`src/hdl/double_ended_queue_defines.svh`:
```
// Assertion macros shared by the deque RTL.
`ifndef DOUBLE_ENDED_QUEUE_DEFINES_SVH
`define DOUBLE_ENDED_QUEUE_DEFINES_SVH

`ifndef SYNTH
// Check that a property holds at every clock edge outside reset.
`define DEQ_ASSERT(lbl, clk, rst, prop) \
   lbl: assert property (@(posedge clk) disable iff (rst) (prop)) \
      else $error("deque assertion failed");
// Check that a condition never holds outside reset.
`define DEQ_NEVER(lbl, clk, rst, expr) \
   lbl: assert property (@(posedge clk) disable iff (rst) !(expr)) \
      else $error("deque forbidden condition seen");
`else
`define DEQ_ASSERT(lbl, clk, rst, prop)
`define DEQ_NEVER(lbl, clk, rst, expr)
`endif

`endif

```
`src/hdl/deq_pkg.sv`:
```
`timescale 1ns / 1ps

package deq_pkg;

   localparam int DEPTH_DEFAULT = 16;
   localparam int CMD_W         = 3;
   localparam int VALUE_W       = 32;
   localparam int STATUS_W      = 2;
   localparam int REQ_DATA_W    = 40;
   localparam int RSP_DATA_W    = 32;

   typedef enum logic [CMD_W-1:0] {
      CMD_PUSH_FRONT = 3'd0,
      CMD_PUSH_REAR  = 3'd1,
      CMD_POP_FRONT  = 3'd2,
      CMD_POP_REAR   = 3'd3,
      CMD_LIST       = 3'd4
   } cmd_type;

   typedef enum logic [STATUS_W-1:0] {
      RSP_OK        = 2'd0,
      RSP_UNDERFLOW = 2'd1,
      RSP_OVERFLOW  = 2'd2,
      RSP_EMPTY     = 2'd3
   } status_type;

   typedef enum logic [1:0] {
      S_IDLE,
      S_POP,
      S_LIST
   } fsm_state_type;

   typedef enum logic [2:0] {
      DP_NOP,
      DP_PUSH_FRONT,
      DP_PUSH_REAR,
      DP_POP_FRONT,
      DP_POP_REAR,
      DP_LIST_START,
      DP_LIST_NEXT,
      DP_LIST_HOLD
   } dp_op_type;

   typedef struct packed {
      dp_op_type  op;
      logic       rsp_load;
      logic       rsp_from_mem;
      status_type rsp_status;
      logic       rsp_last;
   } dp_cmd_type;

   typedef struct packed {
      logic full;
      logic empty;
      logic list_last;
      logic out_free;
   } dp_stat_type;

endpackage

```
`src/hdl/double_ended_queue.sv`:
```
`timescale 1ns / 1ps
// Bounded double-ended queue of signed 32-bit values in a DEPTH-slot ring.
// Request channel (req_*): one beat carries a command and a value:
//   push front, push rear, pop front, pop rear or list.
// Response channel (rsp_*): tdata is the popped or listed value (zero for
//   pushes and errors), tuser the status (ok, underflow, overflow, empty
//   list), tlast marks the final beat of one request.
// Every push and pop gives one beat; a list gives one beat per stored entry
//   from front to rear, or a single empty-status beat. Unknown commands
//   are taken and give no beat.
// Timing: a push answer goes straight into the output register; a pop
//   passes the registered read port of the ring store, then that register;
//   a list streams its entries the same way, one per cycle while rsp_tready
//   is high. Throughput: one push per cycle while rsp_tready is high; a pop
//   blocks the request side in S_POP, a list until its last beat is loaded.
// Reset empties the queue at once; the store content is not cleared.
// A stall on rsp_tready holds the output register and blocks req_tready;
//   a list in progress freezes its position until the beat is taken.
module double_ended_queue #(
   parameter int DEPTH = deq_pkg::DEPTH_DEFAULT
) (
   input  logic                               clock,
   input  logic                               reset,
   input  logic                               req_tvalid,
   output logic                               req_tready,
   input  logic [deq_pkg::REQ_DATA_W-1:0]     req_tdata,  // cmd[2:0], value[34:3], zero pad
   output logic                               rsp_tvalid,
   input  logic                               rsp_tready,
   output logic [deq_pkg::RSP_DATA_W-1:0]     rsp_tdata,  // data[31:0]
   output logic [deq_pkg::STATUS_W-1:0]       rsp_tuser,  // status[1:0]
   output logic                               rsp_tlast
);
   import deq_pkg::*;

   logic [CMD_W-1:0]          req_cmd;
   logic signed [VALUE_W-1:0] req_value;
   dp_cmd_type                dp_cmd;
   dp_stat_type               dp_stat;

   // Unpack the request beat
   assign req_cmd   = req_tdata[CMD_W-1:0];
   assign req_value = req_tdata[CMD_W+VALUE_W-1:CMD_W];

   deq_ctrl u_ctrl (
      .clock      (clock),
      .reset      (reset),
      .req_tvalid (req_tvalid),
      .req_tready (req_tready),
      .req_cmd    (req_cmd),
      .dp_stat    (dp_stat),
      .dp_cmd     (dp_cmd)
   );

   deq_datapath #(
      .DEPTH (DEPTH)
   ) u_datapath (
      .clock      (clock),
      .reset      (reset),
      .push_value (req_value),
      .dp_cmd     (dp_cmd),
      .dp_stat    (dp_stat),
      .rsp_tvalid (rsp_tvalid),
      .rsp_tready (rsp_tready),
      .rsp_tdata  (rsp_tdata),
      .rsp_tuser  (rsp_tuser),
      .rsp_tlast  (rsp_tlast)
   );

endmodule

```
`src/hdl/deq_datapath.sv`:
```
`timescale 1ns / 1ps
`include "double_ended_queue_defines.svh"

module deq_datapath #(
   parameter int DEPTH = deq_pkg::DEPTH_DEFAULT
) (
   input  logic                                clock,
   input  logic                                reset,
   input  logic signed [deq_pkg::VALUE_W-1:0]  push_value,
   input  deq_pkg::dp_cmd_type                 dp_cmd,
   output deq_pkg::dp_stat_type                dp_stat,
   output logic                                rsp_tvalid,
   input  logic                                rsp_tready,
   output logic [deq_pkg::RSP_DATA_W-1:0]      rsp_tdata,  // data[31:0]
   output logic [deq_pkg::STATUS_W-1:0]        rsp_tuser,  // status[1:0]
   output logic                                rsp_tlast
);
   import deq_pkg::*;

   localparam int IW = $clog2(DEPTH);
   localparam int CW = $clog2(DEPTH + 1);

   logic [VALUE_W-1:0]  mem_ff [DEPTH];
   logic [VALUE_W-1:0]  rd_data_ff;
   logic [IW-1:0]       front_ff, front_in;
   logic [CW-1:0]       occ_ff, occ_in;
   logic [IW-1:0]       cursor_ff, cursor_in;
   logic                rsp_valid_ff, rsp_valid_in;
   logic [VALUE_W-1:0]  rsp_data_ff;
   logic [STATUS_W-1:0] rsp_status_ff;
   logic                rsp_last_ff;
   logic [IW-1:0]       front_dec, front_inc;
   logic [CW-1:0]       occ_dec;
   logic [IW-1:0]       rd_addr, wr_addr;
   logic                wr_en;
   logic                out_free;

   // Ring offset: both operands below DEPTH, so one compare and subtract
   function automatic logic [IW-1:0] wrap_add(logic [IW-1:0] a, logic [IW-1:0] b);
      logic [IW:0] s;
      s = {1'b0, a} + {1'b0, b};
      if (s >= (IW+1)'(DEPTH)) s = s - (IW+1)'(DEPTH);
      return s[IW-1:0];
   endfunction

   assign front_dec = (front_ff == '0) ? IW'(DEPTH - 1) : front_ff - IW'(1);
   assign front_inc = (front_ff == IW'(DEPTH - 1)) ? '0 : front_ff + IW'(1);
   assign occ_dec   = occ_ff - CW'(1);
   assign out_free  = !rsp_valid_ff || rsp_tready;

   // Status back to the controller
   assign dp_stat.full      = (occ_ff == CW'(DEPTH));
   assign dp_stat.empty     = (occ_ff == '0);
   assign dp_stat.list_last = ((CW'(cursor_ff) + CW'(1)) == occ_ff);
   assign dp_stat.out_free  = out_free;

   // Select ring addresses and pointer updates per operation
   always_comb begin
      front_in  = front_ff;
      occ_in    = occ_ff;
      cursor_in = cursor_ff;
      rd_addr   = front_ff;
      wr_addr   = front_ff;
      wr_en     = 1'b0;
      case (dp_cmd.op)
         DP_PUSH_FRONT: begin
            wr_en    = 1'b1;
            wr_addr  = front_dec;
            front_in = front_dec;
            occ_in   = occ_ff + CW'(1);
         end
         DP_PUSH_REAR: begin
            wr_en   = 1'b1;
            wr_addr = wrap_add(front_ff, occ_ff[IW-1:0]);
            occ_in  = occ_ff + CW'(1);
         end
         DP_POP_FRONT: begin
            rd_addr  = front_ff;
            front_in = front_inc;
            occ_in   = occ_dec;
         end
         DP_POP_REAR: begin
            rd_addr = wrap_add(front_ff, occ_dec[IW-1:0]);
            occ_in  = occ_dec;
         end
         DP_LIST_START: begin
            rd_addr   = front_ff;
            cursor_in = '0;
         end
         DP_LIST_NEXT: begin
            rd_addr   = wrap_add(front_ff, cursor_ff + IW'(1));
            cursor_in = cursor_ff + IW'(1);
         end
         DP_LIST_HOLD: begin
            rd_addr = wrap_add(front_ff, cursor_ff);
         end
         default: begin
            rd_addr = front_ff;
         end
      endcase
   end

   // Hold valid until the beat is taken, then reload or drop
   always_comb begin
      if (dp_cmd.rsp_load) begin
         rsp_valid_in = 1'b1;
      end else if (rsp_tready) begin
         rsp_valid_in = 1'b0;
      end else begin
         rsp_valid_in = rsp_valid_ff;
      end
   end

   // Ring store with registered read port
   always_ff @(posedge clock) begin
      if (wr_en) begin
         mem_ff[wr_addr] <= push_value;
      end
      rd_data_ff <= mem_ff[rd_addr];
   end

   // Pointers and output valid
   always_ff @(posedge clock) begin
      if (reset) begin
         front_ff     <= '0;
         occ_ff       <= '0;
         cursor_ff    <= '0;
         rsp_valid_ff <= 1'b0;
      end else begin
         front_ff     <= front_in;
         occ_ff       <= occ_in;
         cursor_ff    <= cursor_in;
         rsp_valid_ff <= rsp_valid_in;
      end
   end

   // Output payload register
   always_ff @(posedge clock) begin
      if (dp_cmd.rsp_load) begin
         rsp_data_ff   <= dp_cmd.rsp_from_mem ? rd_data_ff : '0;
         rsp_status_ff <= dp_cmd.rsp_status;
         rsp_last_ff   <= dp_cmd.rsp_last;
      end
   end

   assign rsp_tvalid = rsp_valid_ff;
   assign rsp_tdata  = rsp_data_ff;
   assign rsp_tuser  = rsp_status_ff;
   assign rsp_tlast  = rsp_last_ff;

   `DEQ_ASSERT(a_occ_bound, clock, reset, occ_ff <= CW'(DEPTH))
   `DEQ_ASSERT(a_front_bound, clock, reset, front_ff <= IW'(DEPTH - 1))
   `DEQ_NEVER(a_push_full, clock, reset,
      (dp_cmd.op == DP_PUSH_FRONT || dp_cmd.op == DP_PUSH_REAR) && occ_ff == CW'(DEPTH))
   `DEQ_ASSERT(a_load_free, clock, reset, dp_cmd.rsp_load |-> out_free)

endmodule

```
`src/hdl/deq_ctrl.sv`:
```
`timescale 1ns / 1ps
`include "double_ended_queue_defines.svh"

module deq_ctrl (
   input  logic                       clock,
   input  logic                       reset,
   input  logic                       req_tvalid,
   output logic                       req_tready,
   input  logic [deq_pkg::CMD_W-1:0]  req_cmd,
   input  deq_pkg::dp_stat_type       dp_stat,
   output deq_pkg::dp_cmd_type        dp_cmd
);
   import deq_pkg::*;

   fsm_state_type state_ff, state_in;
   logic          accept;

   assign accept = req_tvalid && req_tready;

   // Next state
   always_comb begin
      state_in = state_ff;
      case (state_ff)
         S_IDLE: begin
            if (req_tvalid && dp_stat.out_free) begin
               case (cmd_type'(req_cmd))
                  CMD_POP_FRONT, CMD_POP_REAR: begin
                     if (!dp_stat.empty) state_in = S_POP;
                  end
                  CMD_LIST: begin
                     if (!dp_stat.empty) state_in = S_LIST;
                  end
                  default: state_in = S_IDLE;
               endcase
            end
         end
         S_POP: state_in = S_IDLE;
         S_LIST: begin
            if (dp_stat.out_free && dp_stat.list_last) state_in = S_IDLE;
         end
         default: state_in = S_IDLE;
      endcase
   end

   // Commands to the datapath
   always_comb begin
      req_tready          = 1'b0;
      dp_cmd.op           = DP_NOP;
      dp_cmd.rsp_load     = 1'b0;
      dp_cmd.rsp_from_mem = 1'b0;
      dp_cmd.rsp_status   = RSP_OK;
      dp_cmd.rsp_last     = 1'b1;
      case (state_ff)
         S_IDLE: begin
            req_tready = dp_stat.out_free;
            if (accept) begin
               case (cmd_type'(req_cmd))
                  CMD_PUSH_FRONT, CMD_PUSH_REAR: begin
                     dp_cmd.rsp_load = 1'b1;
                     if (dp_stat.full) begin
                        dp_cmd.rsp_status = RSP_OVERFLOW;
                     end else if (cmd_type'(req_cmd) == CMD_PUSH_FRONT) begin
                        dp_cmd.op = DP_PUSH_FRONT;
                     end else begin
                        dp_cmd.op = DP_PUSH_REAR;
                     end
                  end
                  CMD_POP_FRONT, CMD_POP_REAR: begin
                     if (dp_stat.empty) begin
                        dp_cmd.rsp_load   = 1'b1;
                        dp_cmd.rsp_status = RSP_UNDERFLOW;
                     end else if (cmd_type'(req_cmd) == CMD_POP_FRONT) begin
                        dp_cmd.op = DP_POP_FRONT;
                     end else begin
                        dp_cmd.op = DP_POP_REAR;
                     end
                  end
                  CMD_LIST: begin
                     if (dp_stat.empty) begin
                        dp_cmd.rsp_load   = 1'b1;
                        dp_cmd.rsp_status = RSP_EMPTY;
                     end else begin
                        dp_cmd.op = DP_LIST_START;
                     end
                  end
                  default: dp_cmd.op = DP_NOP;
               endcase
            end
         end
         S_POP: begin
            // read data of the popped slot is ready now
            dp_cmd.rsp_load     = 1'b1;
            dp_cmd.rsp_from_mem = 1'b1;
         end
         S_LIST: begin
            if (dp_stat.out_free) begin
               dp_cmd.rsp_load     = 1'b1;
               dp_cmd.rsp_from_mem = 1'b1;
               dp_cmd.rsp_last     = dp_stat.list_last;
               dp_cmd.op           = dp_stat.list_last ? DP_NOP : DP_LIST_NEXT;
            end else begin
               dp_cmd.op = DP_LIST_HOLD;
            end
         end
         default: dp_cmd.op = DP_NOP;
      endcase
   end

   // State register
   always_ff @(posedge clock) begin
      if (reset) begin
         state_ff <= S_IDLE;
      end else begin
         state_ff <= state_in;
      end
   end

   `DEQ_ASSERT(a_accept_idle, clock, reset, req_tready |-> state_ff == S_IDLE)
   `DEQ_ASSERT(a_pop_one, clock, reset, state_ff == S_POP |=> state_ff == S_IDLE)
   `DEQ_NEVER(a_list_empty, clock, reset, state_ff == S_LIST && dp_stat.empty)
   `DEQ_ASSERT(a_pop_free, clock, reset, state_ff == S_POP |-> dp_stat.out_free)

endmodule
```
`config.mk`:
```
export PLATFORM = sky130hd
export DESIGN_NAME = double_ended_queue
export DESIGN_NICKNAME = d
export VERILOG_FILES = /design/src/hdl/deq_pkg.sv /design/src/hdl/double_ended_queue.sv /design/src/hdl/deq_datapath.sv /design/src/hdl/deq_ctrl.sv
export VERILOG_INCLUDE_DIRS = /design/src /design/src/hdl
export SDC_FILE = /design/constraint.sdc
export NUM_CORES = 1
export LEC_CHECK = 0
export BUFFER_PORTS_ARGS = -buffer_cell sky130_fd_sc_hd__buf_2
export CAP_MARGIN = 20
export CORE_MARGIN = 3
export CORE_UTILIZATION = 41
export CTS_CLUSTER_SIZE = 10
export DETAILED_ROUTE_END_ITERATION = 12
export PLACE_DENSITY_LB_ADDON = 0.15
export SLEW_MARGIN = 10
export SYNTH_ARGS = -nofsm -noshare
export SYNTH_HDL_FRONTEND = slang
export SYNTH_SLANG_ARGS = --single-unit
export TNS_END_PERCENT = 30
```
`constraint.sdc`:
```
create_clock -name clock -period 4.65 [get_ports clock]
set_input_delay 0.6975 -clock clock [delete_from_list [all_inputs] [get_ports clock]]
set_output_delay 0.6975 -clock clock [all_outputs]
set_load 0.02 [all_outputs]
```
==> results.toml <==
[outcome]
outcome = "completed"

[synthesis]
synth_cells = 1743
synth_top_family_by_area = "compound AO/OA/AOI/OAI gates"
synth-edff-count = 547
syn-num-nets = 1806
synth_flop_cell = "edfxtp_1"
netlist.top_cell.by_area = "edfxtp_1"
synth_warnings = 0
synthAdderAreaFrac_pct = 1.07
yosys.cell_types.count = 66
avgSynthCellArea_um2 = 13.5
synth_mux_area_share_pct = 0.138
ys_seq_area_share_pct = 73.6
synthesis.area_um2 = 23600
synth-compound-area-share_pct = 10.9
yosys.area_share.simple_pct = 10.7
synthXorXnorAreaFrac_pct = 1.00
ys_seq_elements = 595
synth.most_common_cell = "edfxtp_1"
async_flop_share_pct = 0
synthTopCellsByCount = "edfxtp_1 (547), nand2_1 (443), a21oi_1 (151)"
yosysTopAreaCellShare_pct = 69.6
synth_area_leaders = "edfxtp_1 (70%), nand2_1 (7.0%), a32oi_1 (4.8%), dfxtp_1 (4.1%), a21oi_1 (3.2%)"

[grt]
grt_antenna_before_repair = 4
grt_start_max_net_pins = 79
grtUsageTotal_pct = 19.3
grt_pass1_wl_mm = 87.7
grt_pass1_vias = 14200
gr-total-overflow = 0

[timing]
tightestPinTransition_ns = 0.925
finClkSkew_ns = 0.0250
setup_tns_ns = 0
setup_viol = 0
slew_viol_final = 0
min_period_over_period_pct = 92.6
hold_viol_final = 0
max_slew_margin_pct = 38.2
rsz0062_at_grt = "no"
period_minus_slack_ns = 4.30
max_freq_ghz = 0.232

[clock_network]
cts_tree = "yes"
clk_pin_slew_ns = 0.06
cts.hold.buffers_added = 0
numCtsBuffers = 70
postCtsSetupBuffers = 0
htree_levels = 3
numClockSinks = 595
clkLatencyLatePin_ns = 0.59
cts.repair.resized = 0
cts.path.max_buffers = 3
clockRootBuffer = "clkbuf_16"

[placement]
place_congestion = 0.789
placed_area_um2 = 25500
io_buffer_count = 75
hpwl_mm = 29.8

[power]
p_leak_nw = 9.17
design_power_total_mw = 14.6
max-vdd-ir-drop_mv = 0.235
power.density_nw_per_um2 = 528

[detailed_routing]
drc = 0
routed_via_density = 5.46
drt-wirelength-per-cell_um = 21.9
first_pass_iters = 7
drt-total-wl_mm = 58.1
ant_nets = 0
vias = 14500
drt-initial-drc-count = 1231

[setup_path]
critical_path_class = "flip-flop to flip-flop"
required_ns = 5.16
critPathLaunchType = "flip-flop"
reg2reg_slack_ns = 0.35
crit_path_start = "u_datapath.cursor_ff[0]$_SDFFE_PP0P_"
cp_max_fo = 22
cp.arrival_ns = 4.81
reg2reg_from = "u_datapath.cursor_ff[0]$_SDFFE_PP0P_"
end_kind = "flip-flop"

[floorplan]
die_y_um = 246
placeableCoreArea_um2 = 56700
num_rows = 87
start_util_pct = 41.6
ios = 81
die_x_um = 246
die_area_um2 = 60500

[layout]
fin_area_um2 = 27600
nNetsFinal = 1905
area_growth_syn_to_layout_pct = 16.8
drive_gt1_share_pct = 13.6

[hold_path]
worstHoldStart = "rsp_tready"
hold_path_class = "input pin to flip-flop"

[run]
drv_cap = 0
## power by group
group | internal (mW) | switching [mW] | leakage (nW)
registers | 6.31 | 0.147 | 5.36
logic | 1.05 | 2.09 | 2.82
clock network | 2.95 | 2.01 | 0.989
total | 10.3 | 4.24 | 9.17
## critical path, stage by stage (launching register included)
cell	delay, ns
dfxtp_1	0.38
ha_1	0.33
and4b_1	0.21
o21a_1	0.22
o211ai_4	0.38
o21ai_4	0.15
buf_4	0.21
a21oi_1	0.18
ha_1	0.19
inv_1	0.06
fa_1	0.43
xor2_1	0.21
a31oi_4	0.31
buf_4	0.40
a21oi_1	0.08
a32oi_1	0.19
nand3_1	0.13
o21ai_1	0.11
## kinds of logic after synthesis
group / after synthesis
AND/OR/NAND/NOR: 604
flip-flops: 595
AO/OA/AOI/OAI: 378
buffers and inverters: 121
XOR/XNOR: 24
adder cells (fa/ha/maj): 19
multiplexers: 2
## stage by stage
| stage | std cells | worst slack, ns | utilization (%) | hold WS [ns] |
|---|---|---|---|---|
| global placement | 2526 | 0.324 | 45.0 | 0.491 |
| finish | 2648 | 0.346 | 48.6 | 0.467 |
| CTS | 2644 | 0.231 | 48.6 | 0.411 |
| floorplan | 1743 | 0.367 | - | 0.464 |
| global route | 2645 | 0.0113 | 48.6 | 0.484 |
| detailed placement | 2526 | 0.283 | 45.0 | 0.488 |
## path summary, 6_finish.rpt
path                                                              end  cells past startpoint
worst max-delay path                u_datapath.rd_data_ff[23]$_DFF_P_                     17
worst min-delay path               u_datapath.rsp_tvalid$_SDFFE_PP0P_                      4
worst max register to register      u_datapath.rd_data_ff[23]$_DFF_P_                     17
worst min register to register  u_datapath.rsp_tdata[7]$_SDFFCE_PN0P_                      1
## area by class of cell
cell class                      instances  area, um^2
Clock buffer                          113        2020
Antenna cell                            4        10.0
Clock inverter                          5        41.3
Sequential cell                       595       17400
Inverter                               13        48.8
Multi-Input combinational cell       1027        5800
Tap cell                              756         946
Fill cell                            4883       29100
Timing Repair Buffer                  135        1330
## state kept, by name, summed over array words and instances (netlist names)
signal,cells
u_datapath.cursor_ff,4
u_datapath.mem_ff,512
u_datapath.front_ff,4
u_datapath.rd_data_ff,32
u_datapath.rsp_tdata,32
u_datapath.occ_ff,5
u_datapath.rsp_tvalid,1
u_datapath.rsp_tlast,1
u_datapath.rsp_tuser,2
u_ctrl.state_ff,2
## layer usage
| layer | share of wire, % | GRT usage, % | up-vias |
|---|---|---|---|
| li1 | - | - | 6731 |
| met1 | 44 | 25.8 | 7255 |
| met2 | 48 | 32.1 | 376 |
| met3 | 5.1 | 3.14 | 91 |
| met4 | 2.3 | 6.44 | 2 |
| met5 | 0.022 | 0 | - |
## placed cells by master (no fill, tap or decap), types with 4 or more instances in the layout
cell and instances:
diode_2 4, clkbuf_1 37, dfxtp_1 48, a32oi_1 129, nand2_1 443, nor2_1 35, buf_12 40, and2_1 37
xor2_1 7, buf_2 75, nor3_1 7, o21ai_0 21, nand3_1 43, clkbuf_16 74, a21oi_1 150, or3_1 4
buf_4 20, inv_1 13, nor2_4 16, a211oi_1 5, ha_1 17, nand2b_1 4, o21ai_1 32, edfxtp_1 547
xnor2_1 15
Note: power is estimated with default switching activity, not from simulation.
